### config.mk
export PLATFORM = sky130hd
export DESIGN_NAME = multi_queue_linked_buffer
export DESIGN_NICKNAME = d
export VERILOG_FILES = /design/src/rtl/mqlb_pkg.sv /design/src/rtl/mqlb_ram.sv /design/src/rtl/mqlb_front.sv /design/src/rtl/mqlb_back.sv /design/src/rtl/multi_queue_linked_buffer.sv
export SDC_FILE = /design/constraint.sdc
export NUM_CORES = 2
export LEC_CHECK = 0
export BUFFER_PORTS_ARGS = -buffer_cell sky130_fd_sc_hd__buf_2
export CAP_MARGIN = 20
export CORE_MARGIN = 5
export CORE_UTILIZATION = 40
export DETAILED_ROUTE_END_ITERATION = 7
export GPL_TIMING_DRIVEN = 0
export SYNTH_ARGS = -nofsm -noshare
export SYNTH_HDL_FRONTEND = slang
export SYNTH_HIERARCHICAL = 1
export SYNTH_SLANG_ARGS = --single-unit
### constraint.sdc
create_clock -name clk -period 5.8 [get_ports clk]
set_clock_uncertainty 0.1 [all_clocks]
set_input_delay 1.16 -clock clk [delete_from_list [all_inputs] [get_ports clk]]
set_output_delay 1.16 -clock clk [all_outputs]
set_load 0.01 [all_outputs]
### src/rtl/mqlb_pkg.sv
// Shared types, constants and helper functions of the multi-queue linked buffer.
package mqlb_pkg;

  // Sizes of the shared store and the field widths.
  localparam int ENTRIES    = 64;
  localparam int QUEUES     = 4;
  localparam int DATA_WIDTH = 32;
  localparam int QSEL_W     = 2;
  localparam int IDX_W      = $clog2(ENTRIES);
  localparam int PTR_W      = $clog2(ENTRIES + 1);

  // Command queue between front and back; the depth must be a power of two.
  localparam int FIFO_DEPTH = 2;
  localparam int FPTR_W     = $clog2(FIFO_DEPTH);
  localparam int FCNT_W     = $clog2(FIFO_DEPTH + 1);

  // A link value of ENTRIES marks the end of a chain.
  localparam logic [PTR_W-1:0] NIL = PTR_W'(ENTRIES);

  typedef enum logic {
    FUNC_PUSH = 1'b0,
    FUNC_POP  = 1'b1
  } func_t;

  typedef enum logic [1:0] {
    ST_OK    = 2'd0,
    ST_FULL  = 2'd1,
    ST_EMPTY = 2'd2
  } status_t;

  typedef enum logic {
    BK_IDLE = 1'b0,
    BK_EXEC = 1'b1
  } back_state_t;

  // One input item as it arrives on the command port.
  typedef struct packed {
    func_t                  func;
    logic [QSEL_W-1:0]      queue_sel;
    logic [DATA_WIDTH-1:0]  push_value;
  } cmd_t;

  // One result item.
  typedef struct packed {
    status_t                status;
    logic [DATA_WIDTH-1:0]  pop_value;
  } rsp_t;

  // A classified item as it travels from front to back.
  typedef struct packed {
    func_t                  func;
    logic [QSEL_W-1:0]      queue_sel;
    logic                   queue_ok;
    logic [DATA_WIDTH-1:0]  value;
  } op_t;

  // Link held by an entry that has not been written since reset.
  function automatic logic [PTR_W-1:0] reset_link(input logic [IDX_W-1:0] idx);
    logic [PTR_W-1:0] nxt;
    nxt = PTR_W'(idx) + PTR_W'(1);
    if (idx == IDX_W'(ENTRIES - 1)) begin
      nxt = NIL;
    end
    return nxt;
  endfunction

endpackage

### src/rtl/mqlb_ram.sv
// Generic single-port-write, single-port-read RAM with registered read data.
module mqlb_ram #(
  parameter int WIDTH = 32,
  parameter int DEPTH = 64
) (
  input  logic                     clk,
  input  logic                     we,
  input  logic [$clog2(DEPTH)-1:0] waddr,
  input  logic [WIDTH-1:0]         wdata,
  input  logic [$clog2(DEPTH)-1:0] raddr,
  output logic [WIDTH-1:0]         rdata
);

  logic [WIDTH-1:0] mem [DEPTH];

  // Write and registered read in the same cycle.
  always_ff @(posedge clk) begin
    if (we) begin
      mem[waddr] <= wdata;
    end
    rdata <= mem[raddr];
  end

endmodule

### src/rtl/mqlb_front.sv
// Front end: accepts command items, classifies them and queues them for the back end.
module mqlb_front
  import mqlb_pkg::*;
(
  input  logic clk,
  input  logic rst,
  input  logic start,
  output logic busy,
  input  cmd_t cmd,
  output logic op_valid,
  output op_t  op,
  input  logic op_take
);

  op_t               slots [FIFO_DEPTH];
  logic [FPTR_W-1:0] wr_ptr;
  logic [FPTR_W-1:0] rd_ptr;
  logic [FCNT_W-1:0] count;
  logic              accept;
  logic              take;
  op_t               classified;

  assign busy     = (count == FCNT_W'(FIFO_DEPTH));
  assign accept   = start && !busy;
  assign op_valid = (count != '0);
  assign take     = op_take && op_valid;
  assign op       = slots[rd_ptr];

  // Classify the item: mark whether the addressed queue exists.
  always_comb begin
    classified.func      = cmd.func;
    classified.queue_sel = cmd.queue_sel;
    classified.queue_ok  = (int'(cmd.queue_sel) < QUEUES);
    classified.value     = cmd.push_value;
  end

  // Queue storage; payload needs no reset.
  always_ff @(posedge clk) begin
    if (accept) begin
      slots[wr_ptr] <= classified;
    end
  end

  // Queue pointers and fill count.
  always_ff @(posedge clk) begin
    if (rst) begin
      wr_ptr <= '0;
      rd_ptr <= '0;
      count  <= '0;
    end else begin
      if (accept) begin
        wr_ptr <= wr_ptr + FPTR_W'(1);
      end
      if (take) begin
        rd_ptr <= rd_ptr + FPTR_W'(1);
      end
      if (accept && !take) begin
        count <= count + FCNT_W'(1);
      end else if (take && !accept) begin
        count <= count - FCNT_W'(1);
      end
    end
  end

endmodule

### src/rtl/mqlb_back.sv
// Back end: carries out pushes and pops on the linked entry store and the free list.
module mqlb_back
  import mqlb_pkg::*;
(
  input  logic clk,
  input  logic rst,
  input  logic op_valid,
  input  op_t  op,
  output logic op_take,
  output logic done,
  output rsp_t result
);

  back_state_t            state;
  back_state_t            state_next;
  op_t                    cur;
  logic [IDX_W-1:0]       rd_addr;
  logic                   rd_vld;
  logic [ENTRIES-1:0]     link_vld;
  logic [PTR_W-1:0]       queue_head [QUEUES];
  logic [PTR_W-1:0]       queue_tail [QUEUES];
  logic [PTR_W-1:0]       free_head;

  logic [IDX_W-1:0]       issue_addr;
  logic [PTR_W-1:0]       link_rdata;
  logic [PTR_W-1:0]       link_val;
  logic [DATA_WIDTH-1:0]  data_rdata;

  logic                   link_we;
  logic [IDX_W-1:0]       link_waddr;
  logic [PTR_W-1:0]       link_wdata;
  logic                   data_we;
  logic [IDX_W-1:0]       data_waddr;
  logic                   head_we;
  logic [PTR_W-1:0]       head_next;
  logic                   tail_we;
  logic [PTR_W-1:0]       free_head_next;
  rsp_t                   result_next;
  logic [PTR_W-1:0]       cur_head;
  logic [PTR_W-1:0]       cur_tail;

  assign cur_head = queue_head[cur.queue_sel];
  assign cur_tail = queue_tail[cur.queue_sel];

  // A push reads the link of the free-list head, a pop the link of the queue head.
  always_comb begin
    if (op.func == FUNC_PUSH) begin
      issue_addr = free_head[IDX_W-1:0];
    end else begin
      issue_addr = queue_head[op.queue_sel][IDX_W-1:0];
    end
  end

  // Entries never written since reset still hold their reset link.
  assign link_val = rd_vld ? link_rdata : reset_link(rd_addr);

  mqlb_ram #(
    .WIDTH (PTR_W),
    .DEPTH (ENTRIES)
  ) u_link_ram (
    .clk   (clk),
    .we    (link_we),
    .waddr (link_waddr),
    .wdata (link_wdata),
    .raddr (issue_addr),
    .rdata (link_rdata)
  );

  mqlb_ram #(
    .WIDTH (DATA_WIDTH),
    .DEPTH (ENTRIES)
  ) u_data_ram (
    .clk   (clk),
    .we    (data_we),
    .waddr (data_waddr),
    .wdata (cur.value),
    .raddr (issue_addr),
    .rdata (data_rdata)
  );

  // Sequencer: issue reads in idle, update links and pointers in the execute cycle.
  always_comb begin
    state_next         = state;
    op_take            = 1'b0;
    link_we            = 1'b0;
    link_waddr         = cur_tail[IDX_W-1:0];
    link_wdata         = free_head;
    data_we            = 1'b0;
    data_waddr         = free_head[IDX_W-1:0];
    head_we            = 1'b0;
    head_next          = free_head;
    tail_we            = 1'b0;
    free_head_next     = free_head;
    result_next.status = ST_OK;
    result_next.pop_value = '0;
    case (state)
      BK_IDLE: begin
        if (op_valid) begin
          op_take    = 1'b1;
          state_next = BK_EXEC;
        end
      end
      BK_EXEC: begin
        state_next = BK_IDLE;
        if (cur.func == FUNC_PUSH) begin
          if (!cur.queue_ok || free_head >= NIL) begin
            result_next.status = ST_FULL;
          end else begin
            // Take the free-list head and append it behind the tail.
            free_head_next = link_val;
            data_we        = 1'b1;
            tail_we        = 1'b1;
            if (cur_head >= NIL) begin
              head_we   = 1'b1;
              head_next = free_head;
            end else if (cur_tail < NIL) begin
              link_we    = 1'b1;
              link_waddr = cur_tail[IDX_W-1:0];
              link_wdata = free_head;
            end
          end
        end else begin
          if (!cur.queue_ok || cur_head >= NIL) begin
            result_next.status = ST_EMPTY;
          end else begin
            // The tail's own link is never written on append, so a pop of the
            // last entry ends the chain here instead of following it.
            head_we   = 1'b1;
            head_next = (cur_head == cur_tail) ? NIL : link_val;
            link_we    = 1'b1;
            link_waddr = cur_head[IDX_W-1:0];
            link_wdata = free_head;
            free_head_next = cur_head;
            result_next.pop_value = data_rdata;
          end
        end
      end
      default: begin
        state_next = BK_IDLE;
      end
    endcase
  end

  // Control state, queue pointers and link valid bits.
  always_ff @(posedge clk) begin
    if (rst) begin
      state     <= BK_IDLE;
      done      <= 1'b0;
      link_vld  <= '0;
      free_head <= '0;
      for (int i = 0; i < QUEUES; i++) begin
        queue_head[i] <= NIL;
        queue_tail[i] <= NIL;
      end
    end else begin
      state     <= state_next;
      done      <= (state == BK_EXEC);
      free_head <= free_head_next;
      if (link_we) begin
        link_vld[link_waddr] <= 1'b1;
      end
      if (head_we) begin
        queue_head[cur.queue_sel] <= head_next;
      end
      if (tail_we) begin
        queue_tail[cur.queue_sel] <= free_head;
      end
    end
  end

  // Current item, read tracking and result payload.
  always_ff @(posedge clk) begin
    if (op_take) begin
      cur     <= op;
      rd_addr <= issue_addr;
      rd_vld  <= link_vld[issue_addr];
    end
    if (state == BK_EXEC) begin
      result <= result_next;
    end
  end

endmodule

### src/rtl/multi_queue_linked_buffer.sv
// Top level of the multi-queue linked buffer: front end, command queue and back end.
//
//   channel  | handshake          | payload | direction
//   ---------+--------------------+---------+----------
//   command  | start / busy       | cmd     | in
//   result   | done (strobe)      | result  | out
//
// The back end takes each item through idle, which reads the link and data
// memories at the free-list or queue head, and execute, which writes the updated link.
// The result appears in the cycle after execute, for one cycle, marked by done.
// A two-entry command queue lets up to two items wait while one is at work.
// Synchronous reset clears all pointers; no clearing pass is needed.
// The receiver cannot stall; busy rises only when the command queue is full.
module multi_queue_linked_buffer
  import mqlb_pkg::*;
(
  input  logic clk,
  input  logic rst,
  input  logic start,
  output logic busy,
  input  cmd_t cmd,
  output logic done,
  output rsp_t result
);

  logic op_valid;
  logic op_take;
  op_t  op;

  mqlb_front u_front (
    .clk      (clk),
    .rst      (rst),
    .start    (start),
    .busy     (busy),
    .cmd      (cmd),
    .op_valid (op_valid),
    .op       (op),
    .op_take  (op_take)
  );

  mqlb_back u_back (
    .clk      (clk),
    .rst      (rst),
    .op_valid (op_valid),
    .op       (op),
    .op_take  (op_take),
    .done     (done),
    .result   (result)
  );

`ifndef NO_ASSERTIONS
  // The back end returns to idle after each execute state, so results never come back to back.
  a_no_back_to_back: assert property (@(posedge clk) done |=> !done)
    else $error("results delivered in consecutive cycles");

  // A rejected item never carries a value.
  a_reject_zero: assert property (@(posedge clk) disable iff (rst)
    (done && result.status != ST_OK) |-> (result.pop_value == '0))
    else $error("rejected item carries a nonzero value");

  // Reset leaves no result pending and the command queue empty.
  a_reset_clear: assert property (@(posedge clk) rst |=> (!done && !busy))
    else $error("result or busy after reset");
`endif

endmodule
# Yosys cells after proc, flatten, opt, wreduce, memory -nomap -nowiden
# Memories as Yosys holds them, arrays and structs flattened. A register that Yosys moved wholly into a read port is not among the register bits.
# Cells that the tools add are included.
[word_totals]
elab_cells = 117
ff_bits = 154
mem_count = 5
ramBits = 2622
out_inout_bits = 36
inputBits = 38
[mem_list]
columns = ["memory", "depth", "width", "read_ports", "rd_ports_with_merged_regs", "write_ports", "line_no", "source"]
rows = [
  ["u_back.u_data_ram.mem", 64, 32, 1, 1, 1, "mqlb_ram.sv:14", "logic [WIDTH-1:0] mem [DEPTH];"],
  ["u_back.u_link_ram.mem", 64, 7, 1, 1, 1, "mqlb_ram.sv:14", ""],
  ["u_front.slots", 2, 35, 1, 1, 1, "mqlb_front.sv:15", "op_t slots [FIFO_DEPTH];"],
  ["u_back.queue_head", 4, 7, 2, 1, 4, "mqlb_back.sv:20", "logic [PTR_W-1:0] queue_head [QUEUES];"],
  ["u_back.queue_tail", 4, 7, 1, 1, 4, "mqlb_back.sv:21", "logic [PTR_W-1:0] queue_tail [QUEUES];"],
]
[op_classes]
muxes = 61
bitwise = 3
eq_ne = 5
order_cmp = 6
addsub = 5
reduce_logical = 17
[ops]
columns = ["operator", "n"]
rows = [
  ["7-bit 2-to-1 mux", 11],
  ["64-bit bitwise OR", 1],
  ["1-bit 2-to-1 mux", 35],
  ["6-bit 2-to-1 mux", 4],
  ["2-bit 2-to-1 mux", 8],
  ["7-bit >= comparator, second input constant", 2],
  ["6-bit by 7-bit < comparator with 1-bit output, second input constant", 2],
  ["7-bit OR reduction", 2],
  ["6-bit by 1-bit adder with 7-bit output, second input constant", 1],
  ["7-bit == test", 1],
  ["7-bit < comparator, second input constant", 1],
  ["1-bit binary-select mux with 6-bit select", 1],
  ["1-bit demux with 6-bit select", 1],
  ["6-bit == test, second input constant", 1],
  ["6-bit by 1-bit >= comparator with 1-bit output, second input constant", 1],
  ["1-bit logical AND", 5],
  ["1-bit zero test", 4],
  ["2-bit nonzero test", 2],
  ["3-bit AND reduction", 1],
  ["1-bit adder, second input constant", 2],
  ["2-bit by 1-bit adder with 2-bit output, second input constant", 1],
  ["2-bit == test, second input constant", 1],
  ["1-bit logical OR", 2],
  ["2-bit by 1-bit inequality test with 1-bit output, second input constant", 1],
  ["other kinds (5)", 6],
]

# Longest topological paths before layout
[logic_depth]
ltp_word = 10
depth_mapped = 19
mapped_depth_nobuf = 10

# Hierarchy
# Netlist, hierarchy kept.
[modules_own_cells]
columns = ["mod", "n_inst", "seq_area_each_um2", "cells_each", "area_per_inst_um2"]
rows = [
  ["mqlb_ram (u_back.u_data_ram)", 1, 62139.6, 3324, 78515.3],
  ["mqlb_ram (u_back.u_link_ram)", 1, 13593.0, 827, 17635.7],
  ["mqlb_back", 1, 5495.3, 748, 8848.5],
  ["mqlb_front", 1, 2202.1, 136, 2747.6],
]

# Least setup slack after synthesis
# Ideal clock, no wire load.
[synth_timing]
path_type = "register -> register"
from = "register u_back.state"
to = "memory u_back.u_data_ram.mem[49][0] (enable)"
synth_period_minus_slack_ps = 4892
setup_ps = 461
slack_ps = 908
arrival_ps = 4331
required_time_ps = 5239
n_path_buf = 1
stages_incl_launch_ff = 6
path_cell_list = "dfxtp_1 > and3_1 > clkbuf_1 > nor2b_1 > nand4_1 > nor3_1"
[synth_between]
elab_chain_len = 3
[synth_rtl]
columns = ["item", "line_no", "source"]
rows = [
  ["from (decl)", "mqlb_back.sv:14", "back_state_t state;"],
  ["from (signal assigned)", "mqlb_back.sv:156", "state <= state_next;"],
  ["1-bit 2-to-1 mux", "mqlb_back.sv:96", "case (state)"],
  ["named net u_back.data_we", "mqlb_back.sv:32", "logic data_we;"],
  ["1-bit 2-to-1 mux", "mqlb_ram.sv:18", "if (we) begin"],
  ["1-bit 2-to-1 mux (implied by the code)", "mqlb_ram.sv:19", "mem[waddr] <= wdata;"],
  ["to (decl)", "mqlb_ram.sv:14", ""],
]
# The timed path passes the listed nets, and every way through them passes these cells.

==> reports/results.md <==
- core region area: 268,000 µm²
- synthesized cell area: 108,000 µm²
- vias in the first global route: 55,400
- library cell used as clock root buffer: sky130_fd_sc_hd__clkbuf_16
- worst-skew pair later-pin latency: 840 ps
- outcome: complete, but fails checks
- portion of the post-synthesis area used by sequential elements: 0.774
- Detailed Route WL: 322 mm
- DR DRC count: 0
- Hold EP: u_back/link_vld[55]$_SDFFE_PP0P_
- number of storage elements in the synthesis netlist: 2,818
- crit path kind: reg2reg
- H-tree lvl count: 5
- proportion of register bits with asynchronous set or reset after synthesis: 0
- data required time at the worst endpoint: 6390 ps
- transition time of the tightest slew-check pin: 1280 ps
- final critical-path required period: 5810 ps
- DP HPWL: 215 mm
- hold buffers post-CTS: 0
- Final Net Count: 5,650
- Initial DRT Pass Iterations: 6
- pwr/cell area: 477 nW/µm²
- hold-critical path depth: 2
- Worst Min Path Start: u_back/link_vld[55]$_SDFFE_PP0P_
- total CTS buffers: 299
- ratio of cells with drive above 1 in the final layout: 0.295
- clock transition time at the flip-flop clock pins of the worst setup and hold paths: 60 ps
- unrepaired setup endpoints after global routing: true
- maximum number of pins on one net before global-route repair: 79
- number of antenna violations at the first check in global routing: 22
- clock sink total: 2,818
- kind of path behind the tightest hold check: reg2reg
- number of maximum-capacitance violations: 0
- Synth-to-Final Area Change: 17.9%
- number of core rows: 190
- Initial Util: 0.402
- maximum VDD drop: 0.290 mV
- maximum number of buffers from clock root to sink: 4
- number of vias in the routed layout: 56,600
- count of warnings emitted by yosys: 6
- Final Hold Viols: 0
- weighted congestion reported at the end of routability-driven placement: 0.840
- Arr. time, crit path: 6400 ps
- GR Overflow Total: 0
- nature of the critical path startpoint: flip-flop
- TritonCTS clock tree: done
- least setup slack across all paths after layout: -7.31 ps
- Chip Height: 529 µm
- Max Slew Vio Count: 0
- R2R cell count: 18
- Setup WS pre-CTS: -2130 ps
- leading register cell type out of synthesis: sky130_fd_sc_hd__edfxtp_1
- worst relative slew slack: 0.145
- number of different library cells in the post-synthesis netlist: 73
- overall die area: 280,000 µm²
- Reg2Reg Setup Slack: -7 ps
- Post-synth EDFFs: 2,699
- horizontal extent of the die: 529 µm
- largest fanout of any net on the critical path: 10
- number of port buffers: 73
- violations in the final reports: setup timing
- maximum achievable frequency: 172 MHz
- number of setup violations in the final report: 1
- Wirelength per Cell: 34.3 µm
- Mean Syn Cell Area: 21.4 µm²
- Static Leakage: 0.0393 µW
- vias per std cell: 6.02
- period utilisation layout: 1.00
- number of cells produced by synthesis: 5,035
- total routing usage reported by global routing: 0.227
- global-route wire length before repair: 444 mm
- power consumption: 60,500 µW
- crit end category: flip-flop
- count of antenna-violating nets left after detailed routing: 0
- post-synthesis net count: 5,075
- Worst R2R End: u_back/u_data_ram/rdata[26]$_DFF_P_
- total I/O pin count: 74
- drt initial violations: 8,508
## area by class of cell
class / count / area, µm²
multi-input combinational: 1925 / 23600
clock inverter: 149 / 1320
sequential: 2818 / 83400
buffer: 262 / 1400
antenna: 13 / 32.5
clock buffer: 381 / 8050
tap: 3552 / 4440
fill: 21800 / 141000
inverter: 23 / 97.6
timing repair buffer: 281 / 4660
## synthesized netlist by cell type (4+ instances only)
cell type / number / share of area
sky130_fd_sc_hd__edfxtp_1: 2699 / 0.75
sky130_fd_sc_hd__mux4_2: 673 / 0.14
sky130_fd_sc_hd__nor2_1: 327 / 0.011
sky130_fd_sc_hd__a21oi_1: 148 / 0.0069
sky130_fd_sc_hd__mux2i_1: 130 / 0.012
sky130_fd_sc_hd__dfxtp_1: 119 / 0.022
sky130_fd_sc_hd__clkbuf_1: 118 / 0.0041
sky130_fd_sc_hd__o22ai_1: 101 / 0.0059
sky130_fd_sc_hd__buf_2: 86 / 0.0040
sky130_fd_sc_hd__nand2_1: 85 / 0.0030
sky130_fd_sc_hd__and2_1: 55 / 0.0032
sky130_fd_sc_hd__mux2_2: 41 / 0.0043
sky130_fd_sc_hd__o221ai_1: 37 / 0.0030
sky130_fd_sc_hd__nand2b_1: 33 / 0.0019
sky130_fd_sc_hd__buf_4: 31 / 0.0022
sky130_fd_sc_hd__nand3_1: 29 / 0.0013
sky130_fd_sc_hd__a22oi_1: 28 / 0.0020
sky130_fd_sc_hd__nor2b_1: 25 / 0.0015
sky130_fd_sc_hd__buf_1: 22 / 0.00077
sky130_fd_sc_hd__inv_1: 21 / 0.00073
sky130_fd_sc_hd__nor3_1: 18 / 0.00084
sky130_fd_sc_hd__o21ai_0: 17 / 0.00079
sky130_fd_sc_hd__a211oi_1: 15 / 0.0010
sky130_fd_sc_hd__a311oi_1: 11 / 0.00089
sky130_fd_sc_hd__buf_6: 11 / 0.0011
sky130_fd_sc_hd__nand3b_1: 9 / 0.00063
sky130_fd_sc_hd__or3_1: 9 / 0.00052
sky130_fd_sc_hd__and3_1: 8 / 0.00046
sky130_fd_sc_hd__o31ai_1: 8 / 0.00056
sky130_fd_sc_hd__xor2_1: 8 / 0.00065
sky130_fd_sc_hd__nor2_4: 7 / 0.00073
sky130_fd_sc_hd__a41o_1: 6 / 0.00056
sky130_fd_sc_hd__nand4_1: 6 / 0.00035
sky130_fd_sc_hd__nor3b_1: 6 / 0.00042
sky130_fd_sc_hd__xnor2_1: 6 / 0.00049
sky130_fd_sc_hd__nor2_2: 5 / 0.00029
sky130_fd_sc_hd__o21ai_1: 5 / 0.00023
sky130_fd_sc_hd__or2_2: 5 / 0.00029
sky130_fd_sc_hd__or3b_2: 5 / 0.00041
sky130_fd_sc_hd__o211ai_1: 4 / 0.00028
sky130_fd_sc_hd__o32ai_1: 4 / 0.00033
sky130_fd_sc_hd__or3b_1: 4 / 0.00033
## sequential cells by signal, summed over array words and instances (netlist names), 28 cells and up, named ones only
name / count
u_back/u_data_ram/mem: 2048
u_back/queue_tail: 28
u_back/cur: 36
u_back/queue_head: 28
u_back/u_data_ram/rdata: 32
u_back/result: 34
u_back/link_vld: 64
u_back/u_link_ram/mem: 448
u_front/slots: 70
## where the power goes
group / switching (µW) / total, µW / internal [µW]
logic: 10200 / 16400 / 6200
clock network: 7790 / 18500 / 10700
registers: 697 / 25600 / 24900
## through the flow
step	setup TNS, ps	std cells	utilization	cell area (µm²)	hold slack (ps)
after global routing	-84.4	9394	0.474	127000	364
after detailed placement	-46470	8856	0.437	117000	356
after CTS	0	9387	0.473	127000	337
after floorplan	0	5035	-	108000	331
after global placement	-5295870	8660	0.420	113000	343
final	-7.31	9404	0.474	127000	375
## what timing repair did
action	in CTS	in global routing
setup buffers	7	4
resized for setup	85	28
setup endpoints to repair	38	21
## placed cells by master (no fill, tap or decap), types with 20 or more instances in the layout
cell / netlist / final
sky130_fd_sc_hd__buf_4: 31 / 55
sky130_fd_sc_hd__nor2_1: 327 / 261
sky130_fd_sc_hd__buf_6: 11 / 27
sky130_fd_sc_hd__clkbuf_16: 0 / 307
sky130_fd_sc_hd__o22ai_1: 101 / 101
sky130_fd_sc_hd__nand3_1: 29 / 29
sky130_fd_sc_hd__nand2_1: 85 / 83
sky130_fd_sc_hd__buf_16: 0 / 62
sky130_fd_sc_hd__a21oi_1: 148 / 118
sky130_fd_sc_hd__mux2_2: 41 / 41
sky130_fd_sc_hd__clkinv_2: 0 / 45
sky130_fd_sc_hd__bufinv_16: 0 / 20
sky130_fd_sc_hd__nand2b_1: 33 / 31
sky130_fd_sc_hd__nor2_4: 7 / 69
sky130_fd_sc_hd__mux2i_1: 130 / 129
sky130_fd_sc_hd__nor2b_1: 25 / 25
sky130_fd_sc_hd__mux4_2: 673 / 673
sky130_fd_sc_hd__and2_1: 55 / 54
sky130_fd_sc_hd__o221ai_1: 37 / 36
sky130_fd_sc_hd__clkinv_1: 0 / 51
sky130_fd_sc_hd__buf_12: 0 / 107
sky130_fd_sc_hd__a21oi_2: 0 / 26
sky130_fd_sc_hd__edfxtp_1: 2699 / 2699
sky130_fd_sc_hd__dfxtp_1: 119 / 111
sky130_fd_sc_hd__buf_2: 86 / 146
sky130_fd_sc_hd__a22oi_1: 28 / 28
sky130_fd_sc_hd__clkbuf_1: 118 / 162
## metal layers
layer / wire length [µm] / global-route usage / vias to the layer above
met5: 30 / 0 / -
met4: 11900 / 0.0750 / 4
met3: 37100 / 0.0529 / 575
met2: 148000 / 0.350 / 3568
met1: 125000 / 0.322 / 30300
li1: - / - / 22100
## worst max-delay path: stages, from the launching register on
cell	delay [ps]
sky130_fd_sc_hd__dfxtp_1	310
sky130_fd_sc_hd__buf_2	220
sky130_fd_sc_hd__buf_6	310
sky130_fd_sc_hd__mux2_2	410
sky130_fd_sc_hd__buf_2	220
sky130_fd_sc_hd__mux2i_1	270
sky130_fd_sc_hd__o221a_2	220
sky130_fd_sc_hd__buf_2	230
sky130_fd_sc_hd__clkinvlp_4	300
sky130_fd_sc_hd__buf_8	240
sky130_fd_sc_hd__buf_2	240
sky130_fd_sc_hd__buf_4	250
sky130_fd_sc_hd__buf_4	230
sky130_fd_sc_hd__nand2_2	380
sky130_fd_sc_hd__clkbuf_1	520
sky130_fd_sc_hd__o22ai_1	220
sky130_fd_sc_hd__nor2_1	350
sky130_fd_sc_hd__a21oi_1	210
sky130_fd_sc_hd__nor2_1	400
## kinds of logic after synthesis
family | Yosys count | share of synthesized area
fa+ha+maj | 2 | 0.000232
mux | 849 | 0.158
flops | 2818 | 0.774
buf+inv | 292 | 0.0131
compound gates | 406 | 0.0243
xor+xnor | 14 | 0.00114
simple gates | 653 | 0.0290
other cells | 1 | 0.0000348
## worst max-delay path by stage
stage                                                          to  cells after the start  slack, ps
after floorplan            u_back/u_data_ram/mem[49][0]$_DFFE_PP_                      5        910
after CTS                     u_back/u_data_ram/rdata[12]$_DFF_P_                     14         10
after global routing          u_back/u_data_ram/rdata[26]$_DFF_P_                     18        -50
final                         u_back/u_data_ram/rdata[26]$_DFF_P_                     18         -7
after detailed placement      u_back/u_data_ram/rdata[15]$_DFF_P_                     19      -2130
after global placement    u_back/u_data_ram/mem[49][25]$_DFFE_PP_                      5      -4520
No activity file was read; power rests on OpenSTA's default activity.
